`src/hw/rtl/pcg_div.sv`:
```
`timescale 1ns / 1ps

module pcg_div #(
  parameter int NUM_W = 27,
  parameter int DEN_W = 11,
  parameter int Q_W   = 17,
  parameter int PAY_W = 8
) (
  input  logic             clk,
  input  logic             rst,
  input  logic             in_v,
  input  logic [NUM_W-1:0] num,
  input  logic [DEN_W-1:0] den,
  input  logic [PAY_W-1:0] pay_in,
  output logic             out_v,
  output logic [Q_W-1:0]   quo,
  output logic [PAY_W-1:0] pay_out
);

  // quotient must fit Q_W bits, so the top bits start below den
  logic [Q_W:0]       v;
  logic [DEN_W-1:0]   rem [0:Q_W];
  logic [Q_W-1:0]     low [0:Q_W];
  logic [DEN_W-1:0]   dv  [0:Q_W];
  logic [PAY_W-1:0]   pay [0:Q_W];

  always_ff @(posedge clk) begin
    if (rst) begin
      v <= '0;
    end else begin
      v <= {v[Q_W-1:0], in_v};
    end
  end

  always_ff @(posedge clk) begin
    rem[0] <= DEN_W'(num >> Q_W);
    low[0] <= num[Q_W-1:0];
    dv[0]  <= den;
    pay[0] <= pay_in;
  end

  for (genvar s = 0; s < Q_W; s++) begin : g_step
    logic [DEN_W:0] t;
    logic           ge;

    assign t  = {rem[s], low[s][Q_W-1]};
    assign ge = (t >= {1'b0, dv[s]});

    always_ff @(posedge clk) begin
      rem[s+1] <= ge ? DEN_W'(t - {1'b0, dv[s]}) : DEN_W'(t);
      low[s+1] <= Q_W'({low[s], ge});
      dv[s+1]  <= dv[s];
      pay[s+1] <= pay[s];
    end
  end

  assign out_v   = v[Q_W];
  assign quo     = (dv[Q_W] == '0) ? '0 : low[Q_W];
  assign pay_out = pay[Q_W];

endmodule

```
`config.mk`:
```
export PLATFORM = sky130hd
export DESIGN_NAME = pcg_div
export DESIGN_NICKNAME = d
export VERILOG_FILES = /design/src/hw/rtl/pcg_div.sv
export SDC_FILE = /design/constraint.sdc
export NUM_CORES = 1
export LEC_CHECK = 0
export ABC_AREA = 1
export ABC_CLOCK_PERIOD_IN_PS = 2300
export BUFFER_PORTS_ARGS = -buffer_cell sky130_fd_sc_hd__buf_2
export CORE_ASPECT_RATIO = 1.75
export CORE_UTILIZATION = 30
export CTS_CLUSTER_DIAMETER = 40
export DETAILED_ROUTE_END_ITERATION = 10
export PLACE_DENSITY = 0.46
export SETUP_SLACK_MARGIN = 0.1
export SYNTH_ARGS = -nofsm -noshare
export SYNTH_HDL_FRONTEND = slang
export SYNTH_SLANG_ARGS = --single-unit
```
`constraint.sdc`:
```
create_clock -name clk -period 2.3 [get_ports clk]
set_input_delay 0.115 -clock clk [delete_from_list [all_inputs] [get_ports clk]]
set_output_delay 0.115 -clock clk [all_outputs]
set_load 0.02 [all_outputs]
```
==> impl_metrics.env <==
export IMPL_path_cells="nor4_2, buf_4, nand3_2, buf_6, and2_1, buf_2"
export IMPL_end_kind="output port"
export IMPL_numClockSinks=852
export IMPL_regArea_sq_um=17100
export IMPL_hpwlAfterDp_microns=61400
export IMPL_critPathTopFamily="simple AND/OR/NAND/NOR gates"
export IMPL_slew_headroom=0.720
export IMPL_crit_path_max_fanout=17
export IMPL_syn_area_sq_um=32400
export IMPL_antenna_found_initial=1
export IMPL_setup_viol=0
export IMPL_synth_edf_count=0
export IMPL_drc=0
export IMPL_vias_per_cell=4.30
export IMPL_numPortBuffers=74
export IMPL_drtIter0Drc=738
export IMPL_fin_nets=4108
export IMPL_syn_inst=3596
export IMPL_multi_input_area_sq_um=12800
export IMPL_worst_slack_ps=154
export IMPL_clockBufferDepth=3
export IMPL_cts_root_buf="clkbuf_16"
export IMPL_drive_gt1_frac=0.151
export IMPL_cpMaxStageDelayCell="dfxtp_1"
export IMPL_num_vias=22826
export IMPL_clkTransAtPathRegs_ps=60
export IMPL_post_route_cell_area_sq_um=39000
export IMPL_synthSimpleGateAreaFrac=0.271
export IMPL_grt_setup_unrepaired="yes"
export IMPL_ys_ff_latch=852
export IMPL_place_ws_ps=-153
export IMPL_synth_xor_area_share=0.0130
export IMPL_path_buf_inv=3
export IMPL_p_leak_uw=0.0190
export IMPL_place_gp_congestion=0.902
export IMPL_period_share=0.933
export IMPL_synth_largest_area_cell="dfxtp_1"
export IMPL_path_class="flip-flop to output port"
export IMPL_postSynth_asyncResetShare=0
export IMPL_fin_worst_skew_ps=24.5
export IMPL_cts_made_buffers=103
export IMPL_hold_viol=0
export IMPL_critPathMaxStageDelay_ps=310
export IMPL_synth_area_leaders="dfxtp_1 53%, nand2_1 11%, ha_1 7.2%, inv_1 6.9%, nand3_2 3.5%"
export IMPL_htree_levels=3
export IMPL_area_growth_pct=20.2
export IMPL_hold_class="input pin to flip-flop"
export IMPL_grt_pass1_vias=23862
export IMPL_slew_violations=0
export IMPL_ys_warn_count=0
export IMPL_routed_wl_microns=78300
export IMPL_tritoncts="done"
export IMPL_seq_area_frac_synth=0.526
export IMPL_nFillCells=10899
export IMPL_ir_worst_vdd_mv=0.667
export IMPL_syn_avg_cell_area_sq_um=9.02
export IMPL_arrival_ps=2030
export IMPL_ys_flop_type="dfxtp_1"
export IMPL_drt_pass1_iter_count=5
export IMPL_die_x_microns=251
export IMPL_syn_nets=3848
export IMPL_ioPinCount=75
export IMPL_dpl_instance_area_sq_um=34400
export IMPL_status="completed"
export IMPL_synth_top_family_by_area="simple AND/OR/NAND/NOR gates"
export IMPL_finalCriticalPeriod_ps=2150
export IMPL_worst_pin_slew_ps=420
export IMPL_die_h_microns=437
export IMPL_synth_cell_types=35
export IMPL_grt_total_usage=0.143
export IMPL_diodes=0
export IMPL_clock_latency_ps=710
export IMPL_powerDensity_nw_per_um2=1460
export IMPL_final_antenna_net_count=0
export IMPL_die_area_sq_um=110000
export IMPL_worstPathRequired_ps=2180
export IMPL_core_region_area_sq_um=107000
export IMPL_worst_hold_slack_ps=58.9
export IMPL_synth_compound_area_share=0.0253
export IMPL_synthMuxAreaShare=0
export IMPL_start_util=0.303
export IMPL_final_core_util=0.364
export IMPL_post_drt_wl_per_cell_microns=14.7
export IMPL_grt_first_pass_wirelength_microns=121000
export IMPL_std_cell_rows=159
export IMPL_synth_top_cell_area_share=0.526
export IMPL_grt_overflow_total=0
export IMPL_grt_max_degree=19
export IMPL_cap_violations=0
export IMPL_start_kind="flip-flop"
export IMPL_final_common_cell="nand2_1"
export IMPL_synth_fa_ha_area_frac=0.0820
export IMPL_fmax_mhz=466
export IMPL_final_cell_mix="912 x nand2_1, 851 x dfxtp_1, 599 x inv_1, 187 x ha_1, 144 x nand4_1"
[final timing paths]
path / startpoint / to / slack [ps] / depth (start not counted)
worst max register to register: dv[8][0]$_DFF_P_ / rem[9][4]$_DFF_P_ / 200 / 10
worst min-delay path: num[12] / low[0][12]$_DFF_P_ / 60 / 2
worst min register to register: low[3][6]$_DFF_P_ / low[4][7]$_DFF_P_ / 320 / 0
worst max-delay path: dv[17][1]$_DFF_P_ / quo[15] / 150 / 6
[area by class of cell]
type / count / share of cell area
Sequential cell: 852 / 0.437
Multi-Input combinational cell: 2087 / 0.328
Inverter: 625 / 0.0601
Clock buffer: 119 / 0.0689
Tap cell: 1368 / 0.0439
Clock inverter: 72 / 0.0238
Timing Repair Buffer: 187 / 0.0379
[timing repair]
item | in CTS | in global routing
buffers inserted | 0 | 5
endpoints found under the setup margin | 18 | 38
gates resized for setup | 7 | 5
pin swaps | 0 | 1
endpoints found under the hold margin | 64 | 0
cloned | 0 | 3
hold buffers | 87 | 0
[metrics by stage]
stage	cells	total power (uW)	TNS, ps
final	5310	56800	0
after global routing	5310	61100	0
after CTS	5302	57600	0
after detailed placement	5024	40300	-153
after global placement	5024	40100	-190
after floorplan	3596	35200	0
[cells in the mapped netlist (2+ instances only)]
cell type	number
xnor2_1	16
nor2_4	19
nand3_1	116
clkbuf_1	6
fa_1	16
nor3_1	2
o21ai_2	3
dfxtp_1	852
nor2_2	43
a21oi_2	16
nand2_4	5
inv_1	599
buf_12	4
nand3_4	15
nand4_1	144
ha_1	187
inv_2	26
o21ai_1	45
a21oi_1	52
nand3b_1	64
and2_1	33
nand2_1	912
nand4_4	16
buf_2	12
or2_1	15
o21ai_0	34
buf_8	11
xor2_1	32
nor2_1	134
nand2_2	49
nand3_2	113
nor4_1	2
[registers in the layout, indices dropped and copies added, names as in the netlist]
name	cells
low	306
dv	198
rem	186
pay	144
v	18
[where the power goes]
part           switching, uW  total (uW)  internal, uW
clock                   6820       16800          9970
sequential              1630       19700         18100
combinational          12900       20300          7380
[layer usage]
metal / track usage / share of wire / up-vias
met5: 0 / 0.00017 / -
li1: - / - / 11847
met1: 0.105 / 0.29 / 10318
met4: 0.102 / 0.065 / 2
met2: 0.313 / 0.61 / 410
met3: 0.0228 / 0.031 / 249
[cells by family (layout without fill, tap and decap cells)]
logic type / count (synthesis) / count (layout)
AND/OR/NAND/NOR: 1683 / 1686
flip-flops: 852 / 852
buffers and inverters: 660 / 1003
adder cells (fa/ha/maj): 203 / 203
AO/OA/AOI/OAI: 150 / 150
XOR/XNOR: 48 / 48
(Power assumes the default switching activity.)
