<file path="config.mk">
export PLATFORM = sky130hd
export DESIGN_NAME = pcg_hsv
export DESIGN_NICKNAME = d
export VERILOG_FILES = /design/src/hw/rtl/pcg_pkg.sv /design/src/hw/rtl/pcg_hsv.sv
export SDC_FILE = /design/constraint.sdc
export NUM_CORES = 2
export LEC_CHECK = 0
export ABC_AREA = 1
export BUFFER_PORTS_ARGS = -buffer_cell sky130_fd_sc_hd__buf_2
export CAP_MARGIN = 20
export CORE_MARGIN = 4
export CORE_UTILIZATION = 45
export CTS_CLUSTER_SIZE = 28
export DETAILED_ROUTE_END_ITERATION = 7
export PLACE_DENSITY = 0.65
export SLEW_MARGIN = 20
export SYNTH_ARGS = -nofsm -noshare
export SYNTH_HDL_FRONTEND = slang
export SYNTH_SLANG_ARGS = --single-unit
</file>
<file path="constraint.sdc">
create_clock -name clk -period 6.4 [get_ports clk]
set_clock_uncertainty 0.2 [all_clocks]
set_input_delay 0.32 -clock clk [delete_from_list [all_inputs] [get_ports clk]]
set_output_delay 0.32 -clock clk [all_outputs]
set_load 0.03 [all_outputs]
</file>
<file path="src/hw/rtl/pcg_pkg.sv">
`timescale 1ns / 1ps

package pcg_pkg;

  localparam int SIZE_W     = 11;
  localparam int COMP_W     = 16;
  localparam int FRAC_W     = 16;
  localparam int VAL_W      = FRAC_W + 1;
  localparam int W_NUM_W    = SIZE_W + FRAC_W;
  localparam int CFG_IDX_W  = 2;
  localparam int CFG_DATA_W = 11;
  localparam int ENTRIES_W  = 5;
  localparam int COLOR_W    = 8;
  localparam int HSV_STAGES = 5;

  localparam int TABLE_DEPTH_DEF = 16;
  localparam int INDEX_BITS_DEF  = 10;

  localparam logic [VAL_W-1:0]  ONE         = VAL_W'(1) << FRAC_W;
  localparam logic [COMP_W-1:0] GREY_BASE   = 16'd6554;
  localparam logic [COMP_W-1:0] GREY_SPAN   = 16'd58982;
  localparam logic [SIZE_W-1:0] PALETTE_DEF = 11'd256;
  localparam int                SEXTANTS    = 6;

  typedef enum logic [CFG_IDX_W-1:0] {
    REG_PALETTE_SIZE,
    REG_GREY_MODE,
    REG_TABLE_IS_HSV,
    REG_TABLE_ENTRIES
  } reg_idx_t;

  typedef enum logic [2:0] {
    KIND_WHITE,
    KIND_BLACK,
    KIND_GREY,
    KIND_SWEEP,
    KIND_TABLE
  } kind_t;

  typedef struct packed {
    logic                wr;
    kind_t               kind;
    logic [SIZE_W-1:0]   ii;
    logic [COMP_W-1:0]   c0;
    logic [COMP_W-1:0]   c1;
    logic [COMP_W-1:0]   c2;
  } item_t;

  typedef struct packed {
    logic               hsv;
    logic [VAL_W-1:0]   x0;
    logic [VAL_W-1:0]   x1;
    logic [VAL_W-1:0]   x2;
  } color_t;

endpackage

</file>
<file path="src/hw/rtl/pcg_hsv.sv">
`timescale 1ns / 1ps

module pcg_hsv (
  input  logic                          clk,
  input  logic                          rst,
  input  logic                          in_v,
  input  pcg_pkg::color_t               color,
  output logic                          out_v,
  output logic [pcg_pkg::COLOR_W-1:0]   red,
  output logic [pcg_pkg::COLOR_W-1:0]   green,
  output logic [pcg_pkg::COLOR_W-1:0]   blue
);

  import pcg_pkg::*;

  localparam int H6_W   = FRAC_W + 3;
  localparam int PROD_W = 2 * VAL_W;
  localparam int TO8_W  = VAL_W + 9;

  function automatic logic [COLOR_W-1:0] to8(input logic [VAL_W-1:0] x);
    logic [TO8_W-1:0] y;
    y = (TO8_W'(x) << 8) - TO8_W'(x) + (TO8_W'(1) << (FRAC_W - 1));
    if (y[TO8_W-1:FRAC_W] > 10'd255) begin
      to8 = '1;
    end else begin
      to8 = y[FRAC_W+COLOR_W-1:FRAC_W];
    end
  endfunction

  logic [HSV_STAGES-1:0] v;
  color_t                col1, col2, col3, col4;
  logic [2:0]            sext2, sext3, sext4;
  logic [FRAC_W-1:0]     f2;
  logic [VAL_W-1:0]      a3, b3, c3;
  logic [VAL_W-1:0]      p4, q4, t4;
  logic [H6_W-1:0]       h6;
  logic [PROD_W-1:0]     sf, sg;
  logic [VAL_W-1:0]      r_sel, g_sel, b_sel;

  always_ff @(posedge clk) begin
    if (rst) begin
      v <= '0;
    end else begin
      v <= {v[HSV_STAGES-2:0], in_v};
    end
  end

  assign h6 = H6_W'(col1.x0[FRAC_W-1:0]) * H6_W'(SEXTANTS);

  always_comb begin
    sf = PROD_W'(col2.x1) * PROD_W'(f2);
    sg = PROD_W'(col2.x1) * PROD_W'(ONE - VAL_W'(f2));
  end

  always_ff @(posedge clk) begin
    col1  <= color;
    col2  <= col1;
    sext2 <= h6[H6_W-1:FRAC_W];
    f2    <= h6[FRAC_W-1:0];
    col3  <= col2;
    sext3 <= sext2;
    a3    <= ONE - VAL_W'(sf >> FRAC_W);
    b3    <= ONE - VAL_W'(sg >> FRAC_W);
    c3    <= ONE - col2.x1;
    col4  <= col3;
    sext4 <= sext3;
    p4    <= VAL_W'((PROD_W'(col3.x2) * PROD_W'(c3)) >> FRAC_W);
    q4    <= VAL_W'((PROD_W'(col3.x2) * PROD_W'(a3)) >> FRAC_W);
    t4    <= VAL_W'((PROD_W'(col3.x2) * PROD_W'(b3)) >> FRAC_W);
  end

  always_comb begin
    r_sel = col4.x0;
    g_sel = col4.x1;
    b_sel = col4.x2;
    if (col4.hsv) begin
      unique case (sext4)
        3'd0: begin
          r_sel = col4.x2; g_sel = t4; b_sel = p4;
        end
        3'd1: begin
          r_sel = q4; g_sel = col4.x2; b_sel = p4;
        end
        3'd2: begin
          r_sel = p4; g_sel = col4.x2; b_sel = t4;
        end
        3'd3: begin
          r_sel = p4; g_sel = q4; b_sel = col4.x2;
        end
        3'd4: begin
          r_sel = t4; g_sel = p4; b_sel = col4.x2;
        end
        default: begin
          r_sel = col4.x2; g_sel = p4; b_sel = q4;
        end
      endcase
    end
  end

  always_ff @(posedge clk) begin
    red   <= to8(r_sel);
    green <= to8(g_sel);
    blue  <= to8(b_sel);
  end

  assign out_v = v[HSV_STAGES-1];

endmodule

</file>
==> metrics.yaml <==
flow_run:
  cap_viol_max_count: 0
clocking:
  cts.sinks: 361
  clkTransAtPathRegs_ns: 0.06
  worstSkewPairLatency_ns: 0.65
  cts_buffer_depth: 3
  cts_max_level: 2
  cts_tree: "built"
  cts_buffers: 44
  cts-root-buf: "clkbuf_16"
global_routing:
  grt_overflow: 0
  antenna_found_initial: 1
  track_usage_pct: 26.53
  grt_pass1_vias: 54970
  grt_pass1_wl_mm: 298.4
  grt_max_degree: 41
sta:
  fmax_mhz: 144.4
  setup_viol: 16
  fin_crit_sh_pct: 108.2
  finalMaxSlewViolations: 0
  finalCriticalPeriod_ns: 6.927
  whs_ns: 0.1029
  rsz0062_at_grt: "true"
  worstMarginPinSlew_ns: 0.9831
  final-hold-violation-count: 0
  max_slew_margin_pct: 34.39
  worst_slack_ns: -0.5267
critical_path:
  cp.required_ns: 6.74
  crit_buf_inv: 10
  crit_family: "adder cells"
  cp_num_cells: 38
  crit_start: "col2[34]$_DFF_P_"
  cp-end-kind: "flip-flop"
  arrival_ns: 7.26
  crit_fanout: 7
  crit_top_cell: "fa_1"
  path_class: "flip-flop to flip-flop"
  startpoint_type: "flip-flop"
  reg2reg_depth: 38
  cpMaxStageDelayCell: "fa_1"
  cpPeakStageDelay_ns: 0.56
  r2r_start: "col2[34]$_DFF_P_"
cells_and_area:
  seq_area_um2: 7287
  nFillCells: 12870
  antenna_cells: 0
  final_common_cell: "inv_1"
  fin_nets: 10200
  final_util_pct: 52.51
  multiInputGateArea_um2: 46930
  drive_gt1_share_pct: 12.97
  final_cell_mix: "inv_1, nand2_1, fa_1"
  syn2layout_area_growth_pct: 15.62
routing:
  dr_wl_met2_mm: 86.27
  drt-total-wl_mm: 188.0
  drc_errors: 0
  dr.pass1.iters: 6
  viasPerCell: 5.133
  top_layer_used: "met4"
  vias: 52750
  drt_first_iter_violations: 3981
  wl_met1_mm: 79.43
  wl_per_cell_um: 18.29
  detail-route-antenna-nets: 0
  wl_met3_mm: 13.97
synthesis:
  synth-seq-cells: 361
  synth_cell_type_count: 60
  syn-num-nets: 9824
  synth-edff-count: 0
  avgSynthCellArea_um2: 7.625
  ys.flop_type: "dfxtp_1"
  yosysWarnings: 0
  synthMuxAreaShare_pct: 0
  synth_top_family_by_area: "adder cells"
  synth_compound_area_share_pct: 5.390
  synth-xor-area-share_pct: 1.771
  synthArstFlopShare_pct: 0
  synthCells: 8089
  yosys.area_share.simple_pct: 19.38
  syn_area_um2: 61680
  synthAdderAreaFrac_pct: 47.02
  seq_area_frac_synth_pct: 11.72
floorplanning:
  ioPinCount: 80
  dieArea_um2: 143100
  initial_core_util_pct: 45.42
  dieHeight_um: 378.2
  die_x_um: 378.2
  fp.coreArea_um2: 135800
  placementRows: 135
placement:
  hpwlAfterDp_mm: 157.7
  dp_slack_ns: -0.7487
  gp_congestion: 0.9672
  portBuffers: 79
outcome:
  status: "complete, but fails checks"
  violations: "setup timing"
worst_hold_path:
  min-delay-start: "color[28]"
  hold_path_depth: 2
  min_path_type: "input pin to flip-flop"
-- sequential cells by signal (all words and copies together) (netlist names), 51 cells and up --
name  flops
col1     52
col2     52
col3     51
col4     52
-- kinds of logic after synthesis --
group / after synthesis
and+or+nand+nor: 2961
AOI/OAI and AO/OA: 565
buffers and inverters: 2399
DFF: 361
adders and majority gates: 1680
xor gates and xnor gates: 123
-- per-layer routing --
metal,vias to the layer above,GRT usage [%]
met4,0,10.04
met2,1859,43.37
met3,396,4.235
met5,-,0
li1,24540,-
met1,25960,35.50
-- cell usage after synthesis, types with 14 or more instances --
library cell     n  area (um^2)
o21bai_1        18        135.1
buf_1           19        71.32
dfxtp_1        361         7227
inv_1         2051         7699
a221oi_1        15        131.4
a22oi_1         18        135.1
fa_1          1063        21280
nor2_1         450         1689
nand2_1       2095         7864
nand4_1         44        275.3
xor2_1          92        805.8
xnor2_1         29        254.0
inv_2           14        52.55
a211oi_1        17        127.6
o21ai_0        130        650.6
ha_1           617         7720
clkbuf_1       281         1055
a21o_1          29        217.7
nand2_2         15        93.84
o211ai_1        20        150.1
a31oi_1         21        131.4
nand3b_1        27        202.7
a21oi_1        243         1216
nand3_1        215         1076
nor3_1          56        280.3
-- worst reg2reg max path: cells and delay by family, from the launching register on --
family          cells  cell delay, ns
compound gates      1            0.13
buf+inv            10            0.94
simple gates       19            1.68
fa+ha+maj           8            3.50
flops               1            0.34
-- area by class of cell --
| type | count | area share (%) |
|---|---|---|
| Sequential cell | 361 | 10.22 |
| Timing Repair Buffer | 646 | 7.532 |
| Tap cell | 1781 | 3.125 |
| Inverter | 2078 | 10.98 |
| Multi-Input combinational cell | 5329 | 65.80 |
| Clock buffer | 51 | 1.651 |
| Clock inverter | 31 | 0.6913 |
-- metrics by stage --
step | std cells | area [um^2] | TNS (ns)
after global placement | 10090 | 67210 | -9.704
final | 10280 | 71310 | -7.030
after floorplan | 8089 | 62000 | -1.828
after global routing | 10280 | 71310 | -12.37
after CTS | 10250 | 70060 | -5.839
after detailed placement | 10090 | 67210 | -12.28
-- final timing paths --
kind                            slack, ns          endpoint
worst max register to register      -0.53    b3[12]$_DFF_P_
worst min register to register       0.12   col2[0]$_DFF_P_
worst min-delay path                 0.10  col1[28]$_DFF_P_
worst max-delay path                -0.53    b3[12]$_DFF_P_
-- what timing repair did --
item	in CTS	in global routing
setup buffers	22	30
pin swaps	40	102
endpoints found under the hold margin	57	0
resized for setup	136	292
endpoints found under the setup margin	36	55
hold buffers	55	0
Power is not shown: default switching activity piles up to over one toggle a cycle in this logic, so the estimate is an artifact.
