[src/hw/rtl/pcg_ram.sv]
`timescale 1ns / 1ps

module pcg_ram #(
  parameter int WIDTH = 48,
  parameter int DEPTH = 16
) (
  input  logic                     clk,
  input  logic                     we,
  input  logic [$clog2(DEPTH)-1:0] waddr,
  input  logic [WIDTH-1:0]         wdata,
  input  logic [$clog2(DEPTH)-1:0] raddr,
  output logic [WIDTH-1:0]         rdata
);

  logic [WIDTH-1:0] mem [DEPTH];

  always_ff @(posedge clk) begin
    if (we) begin
      mem[waddr] <= wdata;
    end
    rdata <= mem[raddr];
  end

endmodule

[config.mk]
export PLATFORM = sky130hd
export DESIGN_NAME = pcg_ram
export DESIGN_NICKNAME = d
export VERILOG_FILES = /design/src/hw/rtl/pcg_ram.sv
export SDC_FILE = /design/constraint.sdc
export NUM_CORES = 1
export LEC_CHECK = 0
export BUFFER_PORTS_ARGS = -buffer_cell sky130_fd_sc_hd__buf_2
export CAP_MARGIN = 15
export CORE_MARGIN = 3
export CORE_UTILIZATION = 41
export DETAILED_ROUTE_END_ITERATION = 7
export SYNTH_ARGS = -nofsm -noshare
export SYNTH_HDL_FRONTEND = slang
export SYNTH_SLANG_ARGS = --single-unit
[constraint.sdc]
create_clock -name clk -period 5.7 [get_ports clk]
set_clock_uncertainty 0.05 [all_clocks]
set_input_delay 0.285 -clock clk [delete_from_list [all_inputs] [get_ports clk]]
set_output_delay 0.285 -clock clk [all_outputs]
set_load 0.05 [all_outputs]
==> flow_summary.yaml, run 1 <==
status:
  outcome: "complete, no violations"
grt:
  grt_antenna_before_repair: 2
  global_route.overflow_total: 0
  grt_pass1_vias: 14500
  grt_util_all_layers_pct: 17.0
  first_pass_grt_wire_length_mm: 94.4
  grt_start_max_net_pins: 77
drt:
  drt-vias-per-instance: 5.43
  wirelength_mm: 62.8
  first_iter_violations: 1236
  dr_total_vias: 13400
  detail_route.first_pass.iterations: 5
  post-route-drc-count: 0
  detail-route-antenna-nets: 0
  route.detailed.wl_per_inst_um: 25.5
setup_path:
  worst_ep_required_time_ns: 5.93
  critPathLaunchType: "primary input"
  setup.worst_path.class: "primary input to flip-flop"
  critPathSlowestCell: "sky130_fd_sc_hd__nor2_4"
  cp_peak_stage_delay_ns: 0.88
  critPathCaptureType: "flip-flop"
  worstPathCellList: "buf_2, or3b_2, nor2_4, buf_4"
  crit_path_max_fanout: 29
  cp_data_arrival_time_ns: 2.37
logic_synthesis:
  netlist_top_cells_area: "sky130_fd_sc_hd__edfxtp_1, sky130_fd_sc_hd__mux4_2, sky130_fd_sc_hd__dfxtp_1, sky130_fd_sc_hd__a22oi_1, sky130_fd_sc_hd__nand2_1"
  synth-async-reset-ratio_pct: 0
  yosys_warnings: 0
  area_fraction_of_the_dominant_cell_type_after_synthesis_pct: 77.7
  postSynthRegisterBits: 816
  synth_top_cell_by_area: "sky130_fd_sc_hd__edfxtp_1"
  syn_area_per_cell_sq_um: 23.9
  yosys.cell_types.count: 17
  synth_most_common_cell: "sky130_fd_sc_hd__edfxtp_1"
  ys.flop_type: "sky130_fd_sc_hd__edfxtp_1"
  synthesis.instances: 1242
  syn_nets: 1300
  synth_commonest_cells: "sky130_fd_sc_hd__edfxtp_1, sky130_fd_sc_hd__mux4_2, sky130_fd_sc_hd__a22oi_1"
  syn_area_sq_um: 29700
  yosysSeqAreaShare_pct: 80.9
  post_synth_edffs: 768
placed_design:
  dp_hpwl_mm: 31.3
  dp_worst_setup_slack_ns: 2.88
  io_buffer_count: 105
  globalplace.congestion: 0.682
timing:
  tightestPinTransition_ns: 1.13
  whs_ns: 0.0216
  final_min_period_over_clock_period_pct: 37.6
  totalNegativeSetupSlack_ns: 0
  final_hold_viol_count: 0
  timing.slew.headroom_pct: 24.8
  grt_setup_unrepaired: "no"
  timing.final.ws_setup_ns: 3.55
  finalWorstPathRequiredPeriod_ns: 2.15
  setup-violations-final: 0
  fmax_mhz: 466
  timing_max_transition_violations_final: 0
floorplan:
  die_height_um: 275
  dieWidth_um: 275
  floorplan.initialDensity_pct: 41.5
  core_area_sq_um: 71600
  boundaryPins: 106
  num_rows: 98
  die_area_sq_um: 75700
power_and_ir_drop:
  leakage_nw: 11.2
  p_seq_share_pct: 51.9
  power.share.combinational_pct: 5.6
  p_total_mw: 13.0
  power-per-cell-area_nw_per_um2: 374
  clock_power_share_pct: 42.5
  switching_share_pct: 20.7
  net-switching-power_mw: 2.69
  peak_supply_drop_mv: 0.240
  intPower_mw: 10.3
clock_network:
  tritoncts.num_buffers: 82
  root_cell_of_the_clock_tree: "sky130_fd_sc_hd__clkbuf_16"
  clkTransAtPathRegs_ns: 0.06
  tritoncts_clock_tree: "done"
  clk_latency_ns: 0.61
  cts.htree.levels: 3
  number_of_sinks_on_the_clock_net: 816
  clockBufferDepth: 3
layout:
  ant_cells: 0
  post_route_cells_drive_above_1_share_pct: 31.1
  syn_to_final_growth_pct: 17.0
  layout.core_utilization_pct: 48.5
  fin_nets: 1499
flow_run:
  cap_viol_max_count: 0
worst_hold_path:
  hold_path_class: "primary input to flip-flop"
==> layer usage <==
metal  GRT usage, %  routed length [um]  share of wire [%]
met1           23.0               26500                 42
met2           28.6               32100                 51
met3           3.15                2990                4.8
met4           4.22                1280                2.0
met5              0                  26              0.041
==> cells by family (layout without fill, tap and decap cells) <==
group	after synthesis	after routing	synth area share [%]
flip-flops	816	816	80.9
AND/OR/NAND/NOR	75	75	1.05
buffers and inverters	63	331	1.06
AO/OA/AOI/OAI	96	96	2.43
multiplexers	192	192	14.6
==> registers in the layout, indices dropped and copies added, names as in the netlist <==
signal / cells
rdata: 48
mem: 768
==> placed cells by master, fill, tap and decap left out, drive strengths merged <==
cell type,instances
buf,131
clkbuf,110
a22oi,96
nor2,13
nand3,1
edfxtp,768
inv,2
clkinvlp,3
clkinv,28
nand2,49
nor2b,2
bufinv,11
and2,1
nand2b,2
nor3,4
mux4,192
nand3b,2
dlygate4sd3,46
dfxtp,48
or3b,1
==> critical path: cells and delay by family <==
| kind | cells | cell delay, ns |
|---|---|---|
| buffers and inverters | 2 | 0.59 |
| and+or+nand+nor | 2 | 1.47 |
==> metrics by stage <==
| step | instance area, sq um | instances |
|---|---|---|
| global placement | 31500 | 2261 |
| CTS | 34700 | 2460 |
| detailed placement | 31500 | 2261 |
| finish | 34700 | 2460 |
| floorplan | 29700 | 1242 |
| global route | 34700 | 2460 |
==> final cells by class <==
| class | count | area (sq um) |
|---|---|---|
| repair buffers | 178 | 1230 |
| fillers | 5825 | 36900 |
| clock buffers | 109 | 2320 |
| well taps | 950 | 1190 |
| clock inverters | 44 | 494 |
| multi-input cells | 363 | 5490 |
| flip-flops and latches | 816 | 24000 |
==> power by group through the flow <==
stage                     clock [mW]  sequential, mW  combinational [mW]
after floorplan                    0            7.01               0.318
after global placement             0            6.88               0.705
after global routing            5.90            6.76               0.783
after CTS                       5.66            6.75               0.745
after detailed placement           0            6.88               0.717
final                           5.53            6.75               0.727
==> final timing paths <==
check	end	startpoint	slack, ns	cells after the start
min reg2reg	rdata[41]	mem[14][41]	0.61	3
max	mem[1][9]	waddr[2]	3.55	4
min	mem[2][17]	wdata[17]	0.02	1
max reg2reg	rdata[26]	mem[1][26]	4.25	3
==> what timing repair did <==
| action | CTS | global route |
|---|---|---|
| resized for setup | 0 | 0 |
| endpoints found under the hold margin | 714 | 0 |
| setup buffers | 0 | 0 |
| hold buffers | 46 | 0 |
Note: power is estimated with default switching activity, not from simulation.
==> run 2: changes to the inputs <==
==> constraint.sdc (replaced) <==
create_clock -name clk -period 2.15 [get_ports clk]
set_clock_uncertainty 0.05 [all_clocks]
set_input_delay 0.1075 -clock clk [delete_from_list [all_inputs] [get_ports clk]]
set_output_delay 0.1075 -clock clk [all_outputs]
set_load 0.05 [all_outputs]
==> flow_summary.yaml, run 2 (synthesized netlist as in run 1, its figures left out) <==
timing:
  final_hold_viol_count: 0
  final_min_period_over_clock_period_pct: 71.2
  whs_ns: 0.0429
  setup-violations-final: 0
  timing_max_transition_violations_final: 0
  grt_setup_unrepaired: "no"
  tightestPinTransition_ns: 0.564
  timing.slew.headroom_pct: 62.3
  finalWorstPathRequiredPeriod_ns: 1.53
  fmax_mhz: 654
flow_run:
  cap_viol_max_count: 0
floorplan:
  floorplan.initialDensity_pct: 41.5
  num_rows: 98
  boundaryPins: 106
  die_area_sq_um: 75700
  dieWidth_um: 275
  die_height_um: 275
  core_area_sq_um: 71600
clock_network:
  tritoncts_clock_tree: "done"
  post-cts-setup-buffer-count: 0
  clk_latency_ns: 0.62
  root_cell_of_the_clock_tree: "sky130_fd_sc_hd__clkbuf_16"
  post_cts_resize_count: 0
  tritoncts.num_buffers: 85
  ctsHoldBuffers: 48
  clkTransAtPathRegs_ns: 0.06
  cts.htree.levels: 3
  number_of_sinks_on_the_clock_net: 816
  clockBufferDepth: 3
layout:
  fin_nets: 1530
  reg_top3: "mem: 768 flops, rdata: 48 flops"
  post_route_cells_drive_above_1_share_pct: 32.5
  largest_register_ff_count: 768
  final.fill_count: 5718
  layout.cells.most_common: "sky130_fd_sc_hd__edfxtp_1"
  final_cell_mix: "sky130_fd_sc_hd__edfxtp_1, sky130_fd_sc_hd__mux4_2, sky130_fd_sc_hd__buf_2, sky130_fd_sc_hd__a22oi_1, sky130_fd_sc_hd__clkbuf_16"
  layout.core_utilization_pct: 49.5
  syn_to_final_growth_pct: 19.4
  registers.top_by_ff_count: "mem"
setup_path:
  worstPathCellList: "buf_2"
  worst-path-buf-inv: 1
  worst_ep_required_time_ns: 1.99
  critPathSlowestCell: "sky130_fd_sc_hd__dfxtp_1"
  timing.critical_path.max_delay_family: "flip-flops"
  cp_peak_stage_delay_ns: 0.45
  critPathLaunchType: "flip-flop"
  setup.worst_path.class: "flip-flop to output pin"
  cp_data_arrival_time_ns: 1.37
  crit_path_max_fanout: 1
  critPathCaptureType: "output pin"
drt:
  first_iter_violations: 1345
  route.detailed.wl_per_inst_um: 26.3
  drt-vias-per-instance: 5.47
  wirelength_mm: 65.6
  dr_total_vias: 13600
  post-route-drc-count: 0
  detail_route.first_pass.iterations: 5
  detail-route-antenna-nets: 0
power_and_ir_drop:
  peak_supply_drop_mv: 0.544
  leakage_nw: 11.4
  p_total_mw: 34.5
  power-per-cell-area_nw_per_um2: 972
grt:
  global_route.overflow_total: 0
  grt.met1_usage_pct: 25.0
  global_route_layer_with_the_greatest_usage: "met2"
  use_met2_pct: 29.0
  grt_start_max_net_pins: 49
  use_met3_pct: 2.74
  first_pass_grt_wire_length_mm: 97.4
  grt_util_all_layers_pct: 17.7
  grt_antenna_before_repair: 4
  grt_pass1_vias: 14300
placed_design:
  globalplace.congestion: 0.706
  io_buffer_count: 105
  dp_hpwl_mm: 31.6
worst_hold_path:
  hold_path_class: "primary input to flip-flop"
status:
  outcome: "complete, no violations"
run 2: cell count changes in the layout (fill, tap and decap cells not counted), sizes merged:
| cell | change |
|---|---|
| diode | +1 |
| buf | +26 |
| bufinv | -5 |
| clkinvlp | +1 |
| clkbuf | +12 |
| clkinv | -6 |
| dlygate4sd3 | +2 |
run 2: worst reg2reg max path: stages (launching register included):
cell and delay, ns:
sky130_fd_sc_hd__edfxtp_1 0.37, sky130_fd_sc_hd__mux4_2 0.50, sky130_fd_sc_hd__a22oi_1 0.21, sky130_fd_sc_hd__nand2_1 0.12
run 2: per-layer routing:
layer  part of all wire (%)  vias up
met5                  0.041        -
met4                    1.8        4
met3                    5.8       97
met2                     50      417
met1                     43     7323
li1                       -     5778
run 2: metrics by stage:
stage	setup WS [ns]	area (sq um)	cells	TNS (ns)
final	0.620	35500	2491	0
after global routing	0.590	35500	2490	0
after CTS	0.582	35500	2490	0
after detailed placement	0.378	32200	2287	0
after global placement	0.381	32200	2287	0
after floorplan	-0.729	29700	1242	-380.99
run 2: layout make-up:
class	count	area, sq um	share of cell area (%)
Tap cell	950	1190	3.35
Clock inverter	34	337	0.949
Sequential cell	816	24000	67.7
Timing Repair Buffer	206	1940	5.46
Clock buffer	121	2460	6.95
Multi-Input combinational cell	363	5520	15.6
Antenna cell	1	2.50	0.00705
run 2: path summary, 6_finish.rpt:
check	cells past startpoint	start	slack, ns	endpoint
setup / recovery	1	rdata[36]	0.62	rdata[36]
hold / removal	4	raddr[0]	0.04	rdata[14]
setup reg to reg	3	mem[2][34]	0.78	rdata[34]
hold reg to reg	3	mem[14][47]	0.62	rdata[47]
run 2: power breakdown:
| group | leakage, nW | internal (mW) | switching (mW) |
|---|---|---|---|
| sequential | 7.34 | 17.8 | 0.127 |
| combinational | 2.73 | 0.759 | 1.27 |
| clock | 1.37 | 8.69 | 5.85 |
==> run 3: changes to the inputs <==
==> constraint.sdc (replaced) <==
create_clock -name clk -period 1.4 [get_ports clk]
set_clock_uncertainty 0.05 [all_clocks]
set_input_delay 0.07 -clock clk [delete_from_list [all_inputs] [get_ports clk]]
set_output_delay 0.07 -clock clk [all_outputs]
set_load 0.05 [all_outputs]
==> flow_summary.yaml, run 3 (synthesized netlist as in run 1, its figures left out) <==
status:
  outcome: "complete, no violations"
placed_design:
  detailed_place.area_sq_um: 33300
  dp_hpwl_mm: 40.0
  globalplace.congestion: 0.732
  io_buffer_count: 105
  dp.cells: 2379
  dp_worst_setup_slack_ns: -0.373
layout:
  reg_top3: "mem: 768 flops, rdata: 48 flops"
  post_layout_nonfiller_instances: 2589
  final_cell_mix: "sky130_fd_sc_hd__edfxtp_1, sky130_fd_sc_hd__mux4_2, sky130_fd_sc_hd__clkbuf_16, sky130_fd_sc_hd__buf_2, sky130_fd_sc_hd__buf_4"
  largest_register_ff_count: 768
  syn_to_final_growth_pct: 23.7
  fin_area_sq_um: 36700
  layout.core_utilization_pct: 51.3
  post_route_cells_drive_above_1_share_pct: 37.3
  layout.cells.most_common: "sky130_fd_sc_hd__edfxtp_1"
  fin_nets: 1625
  registers.top_by_ff_count: "mem"
timing:
  timing_max_transition_violations_final: 0
  totalNegativeSetupSlack_ns: 0
  setup-violations-final: 0
  final_hold_viol_count: 0
  tightestPinTransition_ns: 0.336
  final_min_period_over_clock_period_pct: 97.7
  fmax_mhz: 731
  whs_ns: 0.0653
  timing.final.ws_setup_ns: 0.0325
  finalWorstPathRequiredPeriod_ns: 1.37
  timing.slew.headroom_pct: 77.6
worst_hold_path:
  hold_path_class: "primary input to flip-flop"
setup_path:
  reg2regPathDepth: 3
  critPathLaunchType: "flip-flop"
  cp-endpoint: "rdata[30]"
  setup.worst_path.class: "flip-flop to flip-flop"
  r2r_setup_slack_ns: 0.03
  cp_data_arrival_time_ns: 1.80
  reg2reg_to: "rdata[30]"
  worst_ep_required_time_ns: 1.83
  critPathCaptureType: "flip-flop"
  crit_path_max_fanout: 1
  reg2reg_from: "mem[11][30]"
  crit_path_start: "mem[11][30]"
power_and_ir_drop:
  power-per-cell-area_nw_per_um2: 1430
  p_seq_share_pct: 52.2
  net-switching-power_mw: 11.2
  power.share.combinational_pct: 6.6
  p_total_mw: 52.7
  peak_supply_drop_mv: 0.939
  clock_power_share_pct: 41.2
  intPower_mw: 41.5
  leakage_nw: 12.0
  switching_share_pct: 21.3
flow_run:
  cap_viol_max_count: 0
drt:
  drt-vias-per-instance: 5.39
  route.detailed.wl_per_inst_um: 25.2
  post-route-drc-count: 0
  wirelength_mm: 65.3
  first_iter_violations: 1253
  dr_total_vias: 14000
  detail-route-antenna-nets: 0
  detail_route.first_pass.iterations: 5
clock_network:
  clk_latency_ns: 0.62
  root_cell_of_the_clock_tree: "sky130_fd_sc_hd__clkbuf_16"
  cts.htree.levels: 3
  tritoncts.num_buffers: 84
  tritoncts_clock_tree: "done"
  clkTransAtPathRegs_ns: 0.06
  post-cts-setup-buffer-count: 0
  clockBufferDepth: 3
  number_of_sinks_on_the_clock_net: 816
floorplan:
  floorplan.initialDensity_pct: 41.5
  num_rows: 98
  die_area_sq_um: 75700
  dieWidth_um: 275
  boundaryPins: 106
  die_height_um: 275
  core_area_sq_um: 71600
grt:
  first_pass_grt_wire_length_mm: 98.4
  global_route.overflow_total: 0
  grt_pass1_vias: 15100
  grt_start_max_net_pins: 38
  grt_antenna_before_repair: 2
  grt_util_all_layers_pct: 17.8
## run 3: area by class of cell
type	instances	area, sq um
fill	5637	34900
sequential	816	24000
multi-input combinational	363	5640
timing repair buffer	302	3150
clock buffer	118	2370
tap	950	1190
clock inverter	39	333
antenna	1	2.50
## run 3: how the worst min path moves through the flow
stage	startpoint	end	depth (start not counted)
finish	waddr[2]	mem[12][1]	4
floorplan	wdata[0]	mem[0][0]	0
detailed placement	wdata[10]	mem[15][10]	1
CTS	waddr[2]	mem[12][1]	4
global placement	wdata[41]	mem[14][41]	1
global route	waddr[2]	mem[12][1]	4
## run 3: worst max-delay path, stage by stage (launching register included)
cell and delay, ns:
sky130_fd_sc_hd__edfxtp_1 0.36, sky130_fd_sc_hd__mux4_2 0.47, sky130_fd_sc_hd__a22oi_1 0.23, sky130_fd_sc_hd__nand2_2 0.12
## run 3: power by group through the flow
| stage | clock network (mW) | logic, mW | registers (mW) |
|---|---|---|---|
| after floorplan | 0 | 1.40 | 28.5 |
| after global placement | 0 | 3.26 | 28.0 |
| after detailed placement | 0 | 3.30 | 28.0 |
| after CTS | 22.3 | 3.49 | 27.5 |
| after global routing | 23.3 | 3.69 | 27.5 |
| final | 21.7 | 3.45 | 27.5 |
## run 3: repair_timing
item	4_1_cts	5_1_grt
gates resized for setup	33	17
endpoints found under the hold margin	770	0
hold buffers	52	0
pin swaps	4	5
endpoints found under the setup margin	21	17
## run 3: routing by layer
metal | GRT usage [%] | share of wire [%] | up-vias
met5 | 0 | 0.020 | -
met4 | 4.56 | 1.7 | 2
met3 | 3.17 | 5.4 | 96
met2 | 28.6 | 49 | 374
met1 | 25.4 | 44 | 7512
li1 | - | - | 5982
